<file path="src/face_unit_normal_macros.svh">
// Assertion helpers for the file that checks this block.
`ifndef FACE_UNIT_NORMAL_MACROS_SVH
`define FACE_UNIT_NORMAL_MACROS_SVH

// Consequent must hold in the same cycle as the antecedent.
`define FUN_ASSERT_NOW(label, ante, cons, msg) \
label: assert property (@(posedge clk) disable iff (!arst_n) (ante) |-> (cons)) \
else $error(msg);

// Consequent must hold in the cycle after the antecedent.
`define FUN_ASSERT_NEXT(label, ante, cons, msg) \
label: assert property (@(posedge clk) disable iff (!arst_n) (ante) |=> (cons)) \
else $error(msg);

`endif

</file>
<file path="src/fun_pkg.sv">
package fun_pkg;

	localparam int CW  = 16;          // coordinate width, signed Q8.8
	localparam int NF  = 14;          // fraction bits of the normal
	localparam int EW  = CW + 1;      // edge vector component
	localparam int PW  = 2 * EW;      // edge product
	localparam int XW  = PW + 2;      // cross product component, signed
	localparam int MGW = PW;          // cross product magnitude
	localparam int MW  = 31;          // normalized magnitude
	localparam int SW  = 64;          // sum of squares
	localparam int RW  = 32;          // square root
	localparam int DNW = MW + NF + 1; // dividend
	localparam int QW  = 16;          // quotient
	localparam int OW  = 16;          // output component
	localparam int LW  = 40;          // degenerate limit
	localparam int SMALL_BITS = 20;   // exact degenerate test applies below this length
	localparam int IN_W  = 160;
	localparam int OUT_W = 48;

	typedef struct packed {
		logic       load;
		logic       cross_en;
		logic [2:0] sel;
		logic       mag_load;
		logic       acc_clr;
		logic       sq_en;
		logic       norm_step;
		logic       sqrt_clr;
		logic       sqrt_step;
		logic       div_init;
		logic       div_step;
		logic       div_store;
		logic [1:0] comp;
		logic       finish;
		logic       skip;
	} fun_cmd_t;

	typedef struct packed {
		logic pts_ok;
		logic nz;
		logic small_len;
		logic deg;
		logic norm_done;
	} fun_sts_t;

endpackage

</file>
<file path="src/face_unit_normal.sv">
// Polygon face normal unit.
// The slave stream takes one request per face: tdata carries the point count,
// then vertex 0, vertex 1 and the last vertex (x, y, z each), and tlast marks
// the last face of an object. The master stream returns one result per
// request: the unit normal in signed Q1.14 in tdata and two flags in tuser.
// The degenerate limit is written through the register port at address 0.
// One face is worked on at a time. A face with fewer than three points or a
// zero cross product is skipped once the cross products are done, a face
// found degenerate after its sum of squares, and a full face also takes up to
// 30 one-bit normalizing shifts, 32 steps of the bit-serial square root and
// three 16-step restoring divisions through one shared divider.
// The finished result sits in the output register, so the next request is
// taken while it waits; when the receiver stalls, the following face holds
// in its last cycle until the output register is free.
// Reset empties the output, sets the limit to 1 and clears the stored normal.
`include "face_unit_normal_macros.svh"

module face_unit_normal import fun_pkg::*; (
	input  logic              clk,
	input  logic              arst_n,
	input  logic              s_tvalid,
	output logic              s_tready,
	// face_points, first_x/y/z, second_x/y/z, final_x/y/z
	input  logic [IN_W-1:0]   s_tdata,
	input  logic              s_tlast,
	output logic              m_tvalid,
	input  logic              m_tready,
	// normal_x, normal_y, normal_z
	output logic [OUT_W-1:0]  m_tdata,
	// skipped, normal_changed
	output logic [1:0]        m_tuser,
	input  logic              psel,
	input  logic              penable,
	input  logic              pwrite,
	input  logic [3:0]        paddr,
	input  logic [63:0]       pwdata,
	output logic [63:0]       prdata,
	output logic              pready
);

	fun_cmd_t        cmd;
	fun_sts_t        sts;
	logic [LW-1:0]   limit_q;

	assign pready = 1'b1;
	assign prdata = paddr[3] ? 64'd0 : 64'(limit_q);

	always_ff @(posedge clk or negedge arst_n) begin
		if (!arst_n) begin
			limit_q <= LW'(1);
		end else if (psel && penable && pwrite && pready && !paddr[3]) begin
			limit_q <= pwdata[LW-1:0];
		end
	end

	fun_ctrl u_ctrl (
		.clk       (clk),
		.arst_n    (arst_n),
		.in_valid  (s_tvalid),
		.in_ready  (s_tready),
		.out_valid (m_tvalid),
		.out_ready (m_tready),
		.cmd       (cmd),
		.sts       (sts)
	);

	fun_datapath u_dp (
		.clk      (clk),
		.arst_n   (arst_n),
		.cmd      (cmd),
		.sts      (sts),
		.in_data  (s_tdata),
		.in_last  (s_tlast),
		.limit    (limit_q),
		.out_data (m_tdata),
		.out_user (m_tuser)
	);

	`FUN_ASSERT_NOW(a_skip_zero, m_tvalid && m_tuser[0], m_tdata == 48'd0 && !m_tuser[1], "skipped face carries a normal")
	`FUN_ASSERT_NEXT(a_busy_after_req, s_tvalid && s_tready, !s_tready, "second request taken while busy")
	`FUN_ASSERT_NOW(a_norm_range, m_tvalid && !m_tuser[0], $signed(m_tdata[15:0]) <= 16'sd16384 && $signed(m_tdata[15:0]) >= -16'sd16384, "normal x out of range")

endmodule

</file>
<file path="src/fun_datapath.sv">
module fun_datapath import fun_pkg::*; (
	input  logic             clk,
	input  logic             arst_n,
	input  fun_cmd_t         cmd,
	output fun_sts_t         sts,
	input  logic [IN_W-1:0]  in_data,
	input  logic             in_last,
	input  logic [LW-1:0]    limit,
	output logic [OUT_W-1:0] out_data,
	output logic [1:0]       out_user
);

	logic                   pts_ok_q, last_q;
	logic signed [EW-1:0]   ea_q [3];
	logic signed [EW-1:0]   eb_q [3];
	logic signed [EW-1:0]   ea_d [3];
	logic signed [EW-1:0]   eb_d [3];
	logic signed [EW-1:0]   mul_a, mul_b;
	logic signed [PW-1:0]   prod_s1;
	logic                   cross_vld_s1;
	logic [2:0]             cross_sel_s1;
	logic signed [XW-1:0]   n_q [3];
	logic signed [XW-1:0]   nabs;
	logic [MGW-1:0]         mag_q [3];
	logic [MGW-1:0]         mag_d [3];
	logic                   neg_q [3];
	logic [MGW-1:0]         or_w;
	logic [MW-1:0]          sq_op;
	logic [2*MW-1:0]        sq_s1;
	logic                   sq_vld_s1;
	logic [SW-1:0]          acc_q;
	logic [RW-1:0]          root_q;
	logic [RW+1:0]          srem_q;
	logic [RW+2:0]          st, strial;
	logic [DNW-1:0]         num;
	logic [RW-1:0]          drem_q;
	logic [QW-1:0]          dlow_q, q_q;
	logic [RW:0]            dt;
	logic [OW-1:0]          res_q [3];
	logic [OW-1:0]          prev_q [3];
	logic [OW-1:0]          outn_q [3];
	logic                   skipped_q, changed_q, differ;

	// Input fields from the lowest bit: points, v0 xyz, v1 xyz, vlast xyz.
	always_comb begin
		for (int i = 0; i < 3; i++) begin
			ea_d[i] = EW'($signed(in_data[64+16*i +: CW])) - EW'($signed(in_data[16+16*i +: CW]));
			eb_d[i] = EW'($signed(in_data[112+16*i +: CW])) - EW'($signed(in_data[16+16*i +: CW]));
		end
	end

	// Cross product terms, one product per cycle.
	always_comb begin
		case (cmd.sel)
			3'd0: begin mul_a = ea_q[1]; mul_b = eb_q[2]; end
			3'd1: begin mul_a = ea_q[2]; mul_b = eb_q[1]; end
			3'd2: begin mul_a = ea_q[2]; mul_b = eb_q[0]; end
			3'd3: begin mul_a = ea_q[0]; mul_b = eb_q[2]; end
			3'd4: begin mul_a = ea_q[0]; mul_b = eb_q[1]; end
			3'd5: begin mul_a = ea_q[1]; mul_b = eb_q[0]; end
			default: begin mul_a = '0; mul_b = '0; end
		endcase
	end

	always_comb begin
		for (int i = 0; i < 3; i++) begin
			nabs = n_q[i][XW-1] ? -n_q[i] : n_q[i];
			mag_d[i] = MGW'(nabs);
		end
	end

	assign or_w  = mag_q[0] | mag_q[1] | mag_q[2];
	assign sq_op = mag_q[cmd.sel[1:0]][MW-1:0];

	assign st     = {srem_q[RW:0], acc_q[SW-1 -: 2]};
	assign strial = {1'b0, root_q, 2'b01};
	assign num    = DNW'({mag_q[cmd.comp][MW-1:0], NF'(0)}) + DNW'(root_q[RW-1:1]);
	assign dt     = {drem_q, dlow_q[QW-1]};

	assign differ = (res_q[0] != prev_q[0]) || (res_q[1] != prev_q[1]) ||
	                (res_q[2] != prev_q[2]);

	assign sts.pts_ok    = pts_ok_q;
	assign sts.nz        = |or_w;
	assign sts.small_len = ~|or_w[MGW-1:SMALL_BITS];
	assign sts.deg       = acc_q < SW'(limit);
	assign sts.norm_done = ~|or_w[MGW-1:MW] & or_w[MW-1];

	always_ff @(posedge clk or negedge arst_n) begin
		if (!arst_n) begin
			cross_vld_s1 <= 1'b0;
			sq_vld_s1    <= 1'b0;
			for (int i = 0; i < 3; i++) prev_q[i] <= '0;
		end else begin
			cross_vld_s1 <= cmd.cross_en;
			sq_vld_s1    <= cmd.sq_en;
			if (cmd.finish) begin
				if (!cmd.skip && differ) begin
					for (int i = 0; i < 3; i++) prev_q[i] <= res_q[i];
				end
				if (last_q) begin
					for (int i = 0; i < 3; i++) prev_q[i] <= '0;
				end
			end
		end
	end

	always_ff @(posedge clk) begin
		if (cmd.load) begin
			pts_ok_q <= in_data[15:0] >= 16'd3;
			last_q   <= in_last;
			for (int i = 0; i < 3; i++) begin
				ea_q[i] <= ea_d[i];
				eb_q[i] <= eb_d[i];
			end
		end
		prod_s1      <= mul_a * mul_b;
		cross_sel_s1 <= cmd.sel;
		if (cross_vld_s1) begin
			if (cross_sel_s1[0])
				n_q[cross_sel_s1[2:1]] <= n_q[cross_sel_s1[2:1]] - XW'(prod_s1);
			else
				n_q[cross_sel_s1[2:1]] <= XW'(prod_s1);
		end
		if (cmd.mag_load) begin
			for (int i = 0; i < 3; i++) begin
				mag_q[i] <= mag_d[i];
				neg_q[i] <= n_q[i][XW-1];
			end
		end else if (cmd.norm_step) begin
			for (int i = 0; i < 3; i++) begin
				if (|or_w[MGW-1:MW]) mag_q[i] <= mag_q[i] >> 1;
				else mag_q[i] <= mag_q[i] << 1;
			end
		end
		sq_s1 <= sq_op * sq_op;
		if (cmd.acc_clr) acc_q <= '0;
		else if (cmd.sqrt_step) acc_q <= acc_q << 2;
		else if (sq_vld_s1) acc_q <= acc_q + SW'(sq_s1);
		if (cmd.sqrt_clr) begin
			root_q <= '0;
			srem_q <= '0;
		end else if (cmd.sqrt_step) begin
			if (st >= strial) begin
				srem_q <= (RW+2)'(st - strial);
				root_q <= {root_q[RW-2:0], 1'b1};
			end else begin
				srem_q <= st[RW+1:0];
				root_q <= {root_q[RW-2:0], 1'b0};
			end
		end
		if (cmd.div_init) begin
			drem_q <= RW'(num[DNW-1:QW]);
			dlow_q <= num[QW-1:0];
			q_q    <= '0;
		end else if (cmd.div_step) begin
			dlow_q <= dlow_q << 1;
			if (dt >= {1'b0, root_q}) begin
				drem_q <= RW'(dt - {1'b0, root_q});
				q_q    <= {q_q[QW-2:0], 1'b1};
			end else begin
				drem_q <= dt[RW-1:0];
				q_q    <= {q_q[QW-2:0], 1'b0};
			end
		end
		if (cmd.div_store) res_q[cmd.comp] <= neg_q[cmd.comp] ? OW'(-q_q) : OW'(q_q);
		if (cmd.finish) begin
			skipped_q <= cmd.skip;
			changed_q <= !cmd.skip && differ;
			for (int i = 0; i < 3; i++) outn_q[i] <= cmd.skip ? '0 : res_q[i];
		end
	end

	assign out_data = {outn_q[2], outn_q[1], outn_q[0]};
	assign out_user = {changed_q, skipped_q};

endmodule

</file>
<file path="src/fun_ctrl.sv">
module fun_ctrl import fun_pkg::*; (
	input  logic     clk,
	input  logic     arst_n,
	input  logic     in_valid,
	output logic     in_ready,
	output logic     out_valid,
	input  logic     out_ready,
	output fun_cmd_t cmd,
	input  fun_sts_t sts
);

	typedef enum logic [11:0] {
		ST_IDLE   = 12'b000000000001,
		ST_CROSS  = 12'b000000000010,
		ST_MAG    = 12'b000000000100,
		ST_CHECK  = 12'b000000001000,
		ST_DSQ    = 12'b000000010000,
		ST_NORM   = 12'b000000100000,
		ST_SSQ    = 12'b000001000000,
		ST_SQRT   = 12'b000010000000,
		ST_DINIT  = 12'b000100000000,
		ST_DIV    = 12'b001000000000,
		ST_DSTORE = 12'b010000000000,
		ST_FINISH = 12'b100000000000
	} state_t;

	state_t     state_q, state_d;
	logic [4:0] cnt_q, cnt_d;
	logic [1:0] comp_q, comp_d;
	logic       skip_q, skip_d;
	logic       valid_q;

	assign in_ready  = (state_q == ST_IDLE);
	assign out_valid = valid_q;

	always_comb begin
		cmd     = '0;
		state_d = state_q;
		cnt_d   = cnt_q + 5'd1;
		comp_d  = comp_q;
		skip_d  = skip_q;
		cmd.comp = comp_q;
		cmd.skip = skip_q;
		case (state_q)
			ST_IDLE: begin
				cnt_d = '0;
				if (in_valid) begin
					cmd.load = 1'b1;
					state_d  = ST_CROSS;
				end
			end
			ST_CROSS: begin
				cmd.cross_en = cnt_q < 5'd6;
				cmd.sel      = cnt_q[2:0];
				if (cnt_q == 5'd6) state_d = ST_MAG;
			end
			ST_MAG: begin
				cmd.mag_load = 1'b1;
				state_d      = ST_CHECK;
			end
			ST_CHECK: begin
				cmd.acc_clr = 1'b1;
				cnt_d       = '0;
				if (!sts.pts_ok || !sts.nz) begin
					skip_d  = 1'b1;
					state_d = ST_FINISH;
				end else if (sts.small_len) begin
					state_d = ST_DSQ;
				end else begin
					state_d = ST_NORM;
				end
			end
			ST_DSQ: begin
				cmd.sq_en = cnt_q < 5'd3;
				cmd.sel   = {1'b0, cnt_q[1:0]};
				if (cnt_q == 5'd4) begin
					if (sts.deg) begin
						skip_d  = 1'b1;
						state_d = ST_FINISH;
					end else begin
						state_d = ST_NORM;
					end
				end
			end
			ST_NORM: begin
				cmd.acc_clr = 1'b1;
				cnt_d       = '0;
				if (sts.norm_done) state_d = ST_SSQ;
				else cmd.norm_step = 1'b1;
			end
			ST_SSQ: begin
				cmd.sq_en = cnt_q < 5'd3;
				cmd.sel   = {1'b0, cnt_q[1:0]};
				if (cnt_q == 5'd4) begin
					cmd.sqrt_clr = 1'b1;
					cnt_d        = '0;
					state_d      = ST_SQRT;
				end
			end
			ST_SQRT: begin
				cmd.sqrt_step = 1'b1;
				if (cnt_q == 5'd31) begin
					comp_d  = '0;
					state_d = ST_DINIT;
				end
			end
			ST_DINIT: begin
				cmd.div_init = 1'b1;
				cnt_d        = '0;
				state_d      = ST_DIV;
			end
			ST_DIV: begin
				cmd.div_step = 1'b1;
				if (cnt_q == 5'd15) state_d = ST_DSTORE;
			end
			ST_DSTORE: begin
				cmd.div_store = 1'b1;
				if (comp_q == 2'd2) begin
					skip_d  = 1'b0;
					state_d = ST_FINISH;
				end else begin
					comp_d  = comp_q + 2'd1;
					state_d = ST_DINIT;
				end
			end
			ST_FINISH: begin
				if (!valid_q || out_ready) begin
					cmd.finish = 1'b1;
					skip_d     = 1'b0;
					state_d    = ST_IDLE;
				end
			end
			default: state_d = ST_IDLE;
		endcase
	end

	always_ff @(posedge clk or negedge arst_n) begin
		if (!arst_n) begin
			state_q <= ST_IDLE;
			cnt_q   <= '0;
			comp_q  <= '0;
			skip_q  <= 1'b0;
			valid_q <= 1'b0;
		end else begin
			state_q <= state_d;
			cnt_q   <= cnt_d;
			comp_q  <= comp_d;
			skip_q  <= skip_d;
			if (cmd.finish) valid_q <= 1'b1;
			else if (out_ready) valid_q <= 1'b0;
		end
	end

endmodule
</file>
<file path="config.mk">
export PLATFORM = sky130hd
export DESIGN_NAME = face_unit_normal
export DESIGN_NICKNAME = d
export VERILOG_FILES = /design/src/fun_pkg.sv /design/src/face_unit_normal.sv /design/src/fun_datapath.sv /design/src/fun_ctrl.sv
export VERILOG_INCLUDE_DIRS = /design/src /design/src/src
export SDC_FILE = /design/constraint.sdc
export NUM_CORES = 2
export LEC_CHECK = 0
export BUFFER_PORTS_ARGS = -buffer_cell sky130_fd_sc_hd__buf_2
export CORE_MARGIN = 1.5
export CORE_UTILIZATION = 45
export CTS_CLUSTER_DIAMETER = 30
export CTS_CLUSTER_SIZE = 40
export DETAILED_ROUTE_END_ITERATION = 16
export SKIP_LAST_GASP = 1
export SYNTH_ARGS = -nofsm -noshare
export SYNTH_HDL_FRONTEND = slang
export SYNTH_HIERARCHICAL = 1
export SYNTH_SLANG_ARGS = --single-unit
</file>
<file path="constraint.sdc">
create_clock -name clk -period 22 [get_ports clk]
set_input_delay 1.1 -clock clk [delete_from_list [all_inputs] [get_ports clk]]
set_output_delay 1.1 -clock clk [all_outputs]
set_load 0.02 [all_outputs]
</file>
==> flow_summary.json <==
{
  "hold_viol": 0,
  "worstRegToRegCells": 32,
  "seq_area_frac_synth": 0.250,
  "nNetsFinal": 11777,
  "initialDrtViolationCount": 4778,
  "die_area_sq_um": 203000,
  "ant_nets": 0,
  "critical_path.startpoint_type": "flop",
  "cts_buffers": 217,
  "layout_min_cycle_time_ns": 12.34,
  "min_period_over_period": 0.561,
  "cp_slowest_stage_delay_ns": 0.75,
  "hold_class": "in -> async",
  "die_h_um": 451,
  "ys_types": 98,
  "cp.arrival_ns": 13.03,
  "r2r-start": "u_ctrl/state_q[9]",
  "maxCapViolations": 0,
  "rsz0062_at_grt": "no",
  "grt_max_degree": 97,
  "clk_latency_ns": 0.90,
  "tritoncts": "yes",
  "synth_top_cells_by_area": "fa_1 (23%), edfxtp_1 (17%), ha_1 (9.3%)",
  "routed_wirelength_mm": 253,
  "place_area_sq_um": 94500,
  "drt-vias-per-instance": 5.39,
  "cts-hold-fix-buffers": 0,
  "grt-ovfl-total": 0,
  "r2r_end": "u_dp/sq_s1[58]",
  "fmax_mhz": 81.0,
  "antenna_found_initial": 3,
  "clk_pin_slew_ns": 0.05,
  "critPathCaptureType": "flop",
  "outcome": "finished clean",
  "critPathRequiredTime_ns": 22.68,
  "fin_area_sq_um": 102000,
  "synth_top_area_frac": 0.233,
  "clock_path_buffers": 3,
  "cts.repair.resized": 0,
  "cts_sinks": 853,
  "vias": 68252,
  "utilization": 0.513,
  "cp_slowest_cell": "inv_1",
  "relSlewSlack": 0.216,
  "ios": 353,
  "fill_cells": 18346,
  "crit_path_start": "u_ctrl/state_q[9]",
  "core-area_sq_um": 199000,
  "postCtsSetupBuffers": 0,
  "ys_ff_latch": 853,
  "synth_edf_count": 496,
  "r2r_setup_slack_ns": 9.66,
  "place_congestion": 0.923,
  "synth_area_sq_um": 90200,
  "synthFlopType": "edfxtp_1",
  "drive_above_1_share": 0.0993,
  "grt_pass1_vias": 70943,
  "final_cell_mix": "inv_1 (1540), fa_1 (1052), nand2_1 (924)",
  "hpwlAfterDp_mm": 197,
  "drc_errors": 0,
  "cp-endpoint": "u_dp/sq_s1[58]",
  "cp_common_cell": "fa_1",
  "ctsHtreeMaxLevel": 4,
  "crit_fanout": 48,
  "ys_async_sr_fraction": 0.130,
  "dr.pass1.iters": 5,
  "finClkSkew_ns": 0.122,
  "cts_root_buf": "clkbuf_16",
  "tns_ns": 0,
  "criticalPathCategory": "reg -> reg",
  "dieWidth_um": 451,
  "synth_warnings": 6,
  "grt_pass1_wl_mm": 397,
  "fp-row-count": 164,
  "portBuffers": 300,
  "wl_per_cell_um": 20.0,
  "syn_area_per_cell_sq_um": 9.43,
  "worst_pin_slew_ns": 1.18,
  "globalRouteTotalUtil": 0.248,
  "synth_top_cell_by_area": "fa_1",
  "start_util": 0.452,
  "syn_to_final_growth_pct": 13.4,
  "crit_cells": 32,
  "crit_buf_inv": 5,
  "maxSlewViolCount": 0,
  "layout_commonest_cell": "inv_1",
  "holdWs_ns": 0.172,
  "synth_cells": 9564,
  "crit_family": "adder cells",
  "finalSetupViolCount": 0
}
[worst min path at each step]
stage	from	endpoint	slack [ns]	depth (start not counted)
CTS	arst_n	u_dp/prev_q[40]	0.14	1
global route	arst_n	u_dp/prev_q[40]	0.18	1
finish	arst_n	u_dp/prev_q[40]	0.17	1
detailed placement	u_dp/prev_q[26]	u_dp/prev_q[26]	0.49	2
floorplan	u_dp/n_q[0][35]	u_dp/neg_q[0]	0.42	0
global placement	u_dp/prev_q[6]	u_dp/prev_q[6]	0.48	2
[per-stage QoR]
step	setup WS (ns)	std cells
5_1_grt	9.09	12672
3_3_place_gp	9.97	12256
3_5_place_dp	9.87	12256
2_1_floorplan	11.39	9587
4_1_cts	9.77	12667
6_report	9.66	12674
[state kept, by name, indices dropped and copies added, names as in the netlist, 40 cells and up]
name         cells
u_dp/sq_s1      61
u_dp/res_q      48
u_dp/outn_q     48
u_dp/ea_q       51
limit_q         40
u_dp/mag_q     102
u_dp/eb_q       51
u_dp/n_q       144
u_dp/acc_q      64
u_dp/prev_q     48
[synth_stat cells, types with 55 or more instances]
library cell	n
a21o_1	179
nor3_1	85
xor2_1	126
dfxtp_1	246
nand4_1	66
nor2b_1	170
o21ai_0	371
nor4_1	55
a211oi_1	70
nor2_1	844
ha_1	670
a21oi_1	422
clkbuf_1	301
mux2_2	90
xnor2_1	364
inv_1	1541
a31oi_1	96
nand2b_1	112
dfrtp_1	109
edfxtp_1	496
fa_1	1052
mux2i_1	315
nand2_1	924
nand3_1	72
o21a_1	71
[per-layer routing]
layer / GRT usage / wire length, um / vias up / share of wire
met3: 0.0360 / 13700 / 454 / 0.054
met1: 0.317 / 108000 / 33742 / 0.43
li1: - / - / 32099 / -
met2: 0.418 / 121000 / 1955 / 0.48
met5: 0 / 16 / - / 0.000063
met4: 0.104 / 10500 / 2 / 0.042
[layout make-up]
class / count / area, sq um / share of cell area
clock buffers: 274 / 5890 / 0.0576
diodes: 7 / 17.5 / 0.000171
well taps: 2656 / 3320 / 0.0325
repair buffers: 410 / 2330 / 0.0228
flip-flops and latches: 853 / 22600 / 0.221
inverters: 1548 / 5810 / 0.0568
clock inverters: 137 / 1890 / 0.0185
multi-input cells: 6789 / 60400 / 0.591
[cells by family after synthesis]
group / count (synthesis) / share of synthesized area
simple gates: 2538 / 0.127
buf+inv: 1945 / 0.0831
fa+ha+maj: 1722 / 0.326
compound gates: 1570 / 0.110
flops: 853 / 0.250
xor+xnor: 490 / 0.0476
mux: 444 / 0.0557
other cells: 2 / 0.0000832
Power is not shown: default switching activity piles up to over one toggle a cycle in this logic, so the estimate is an artifact.
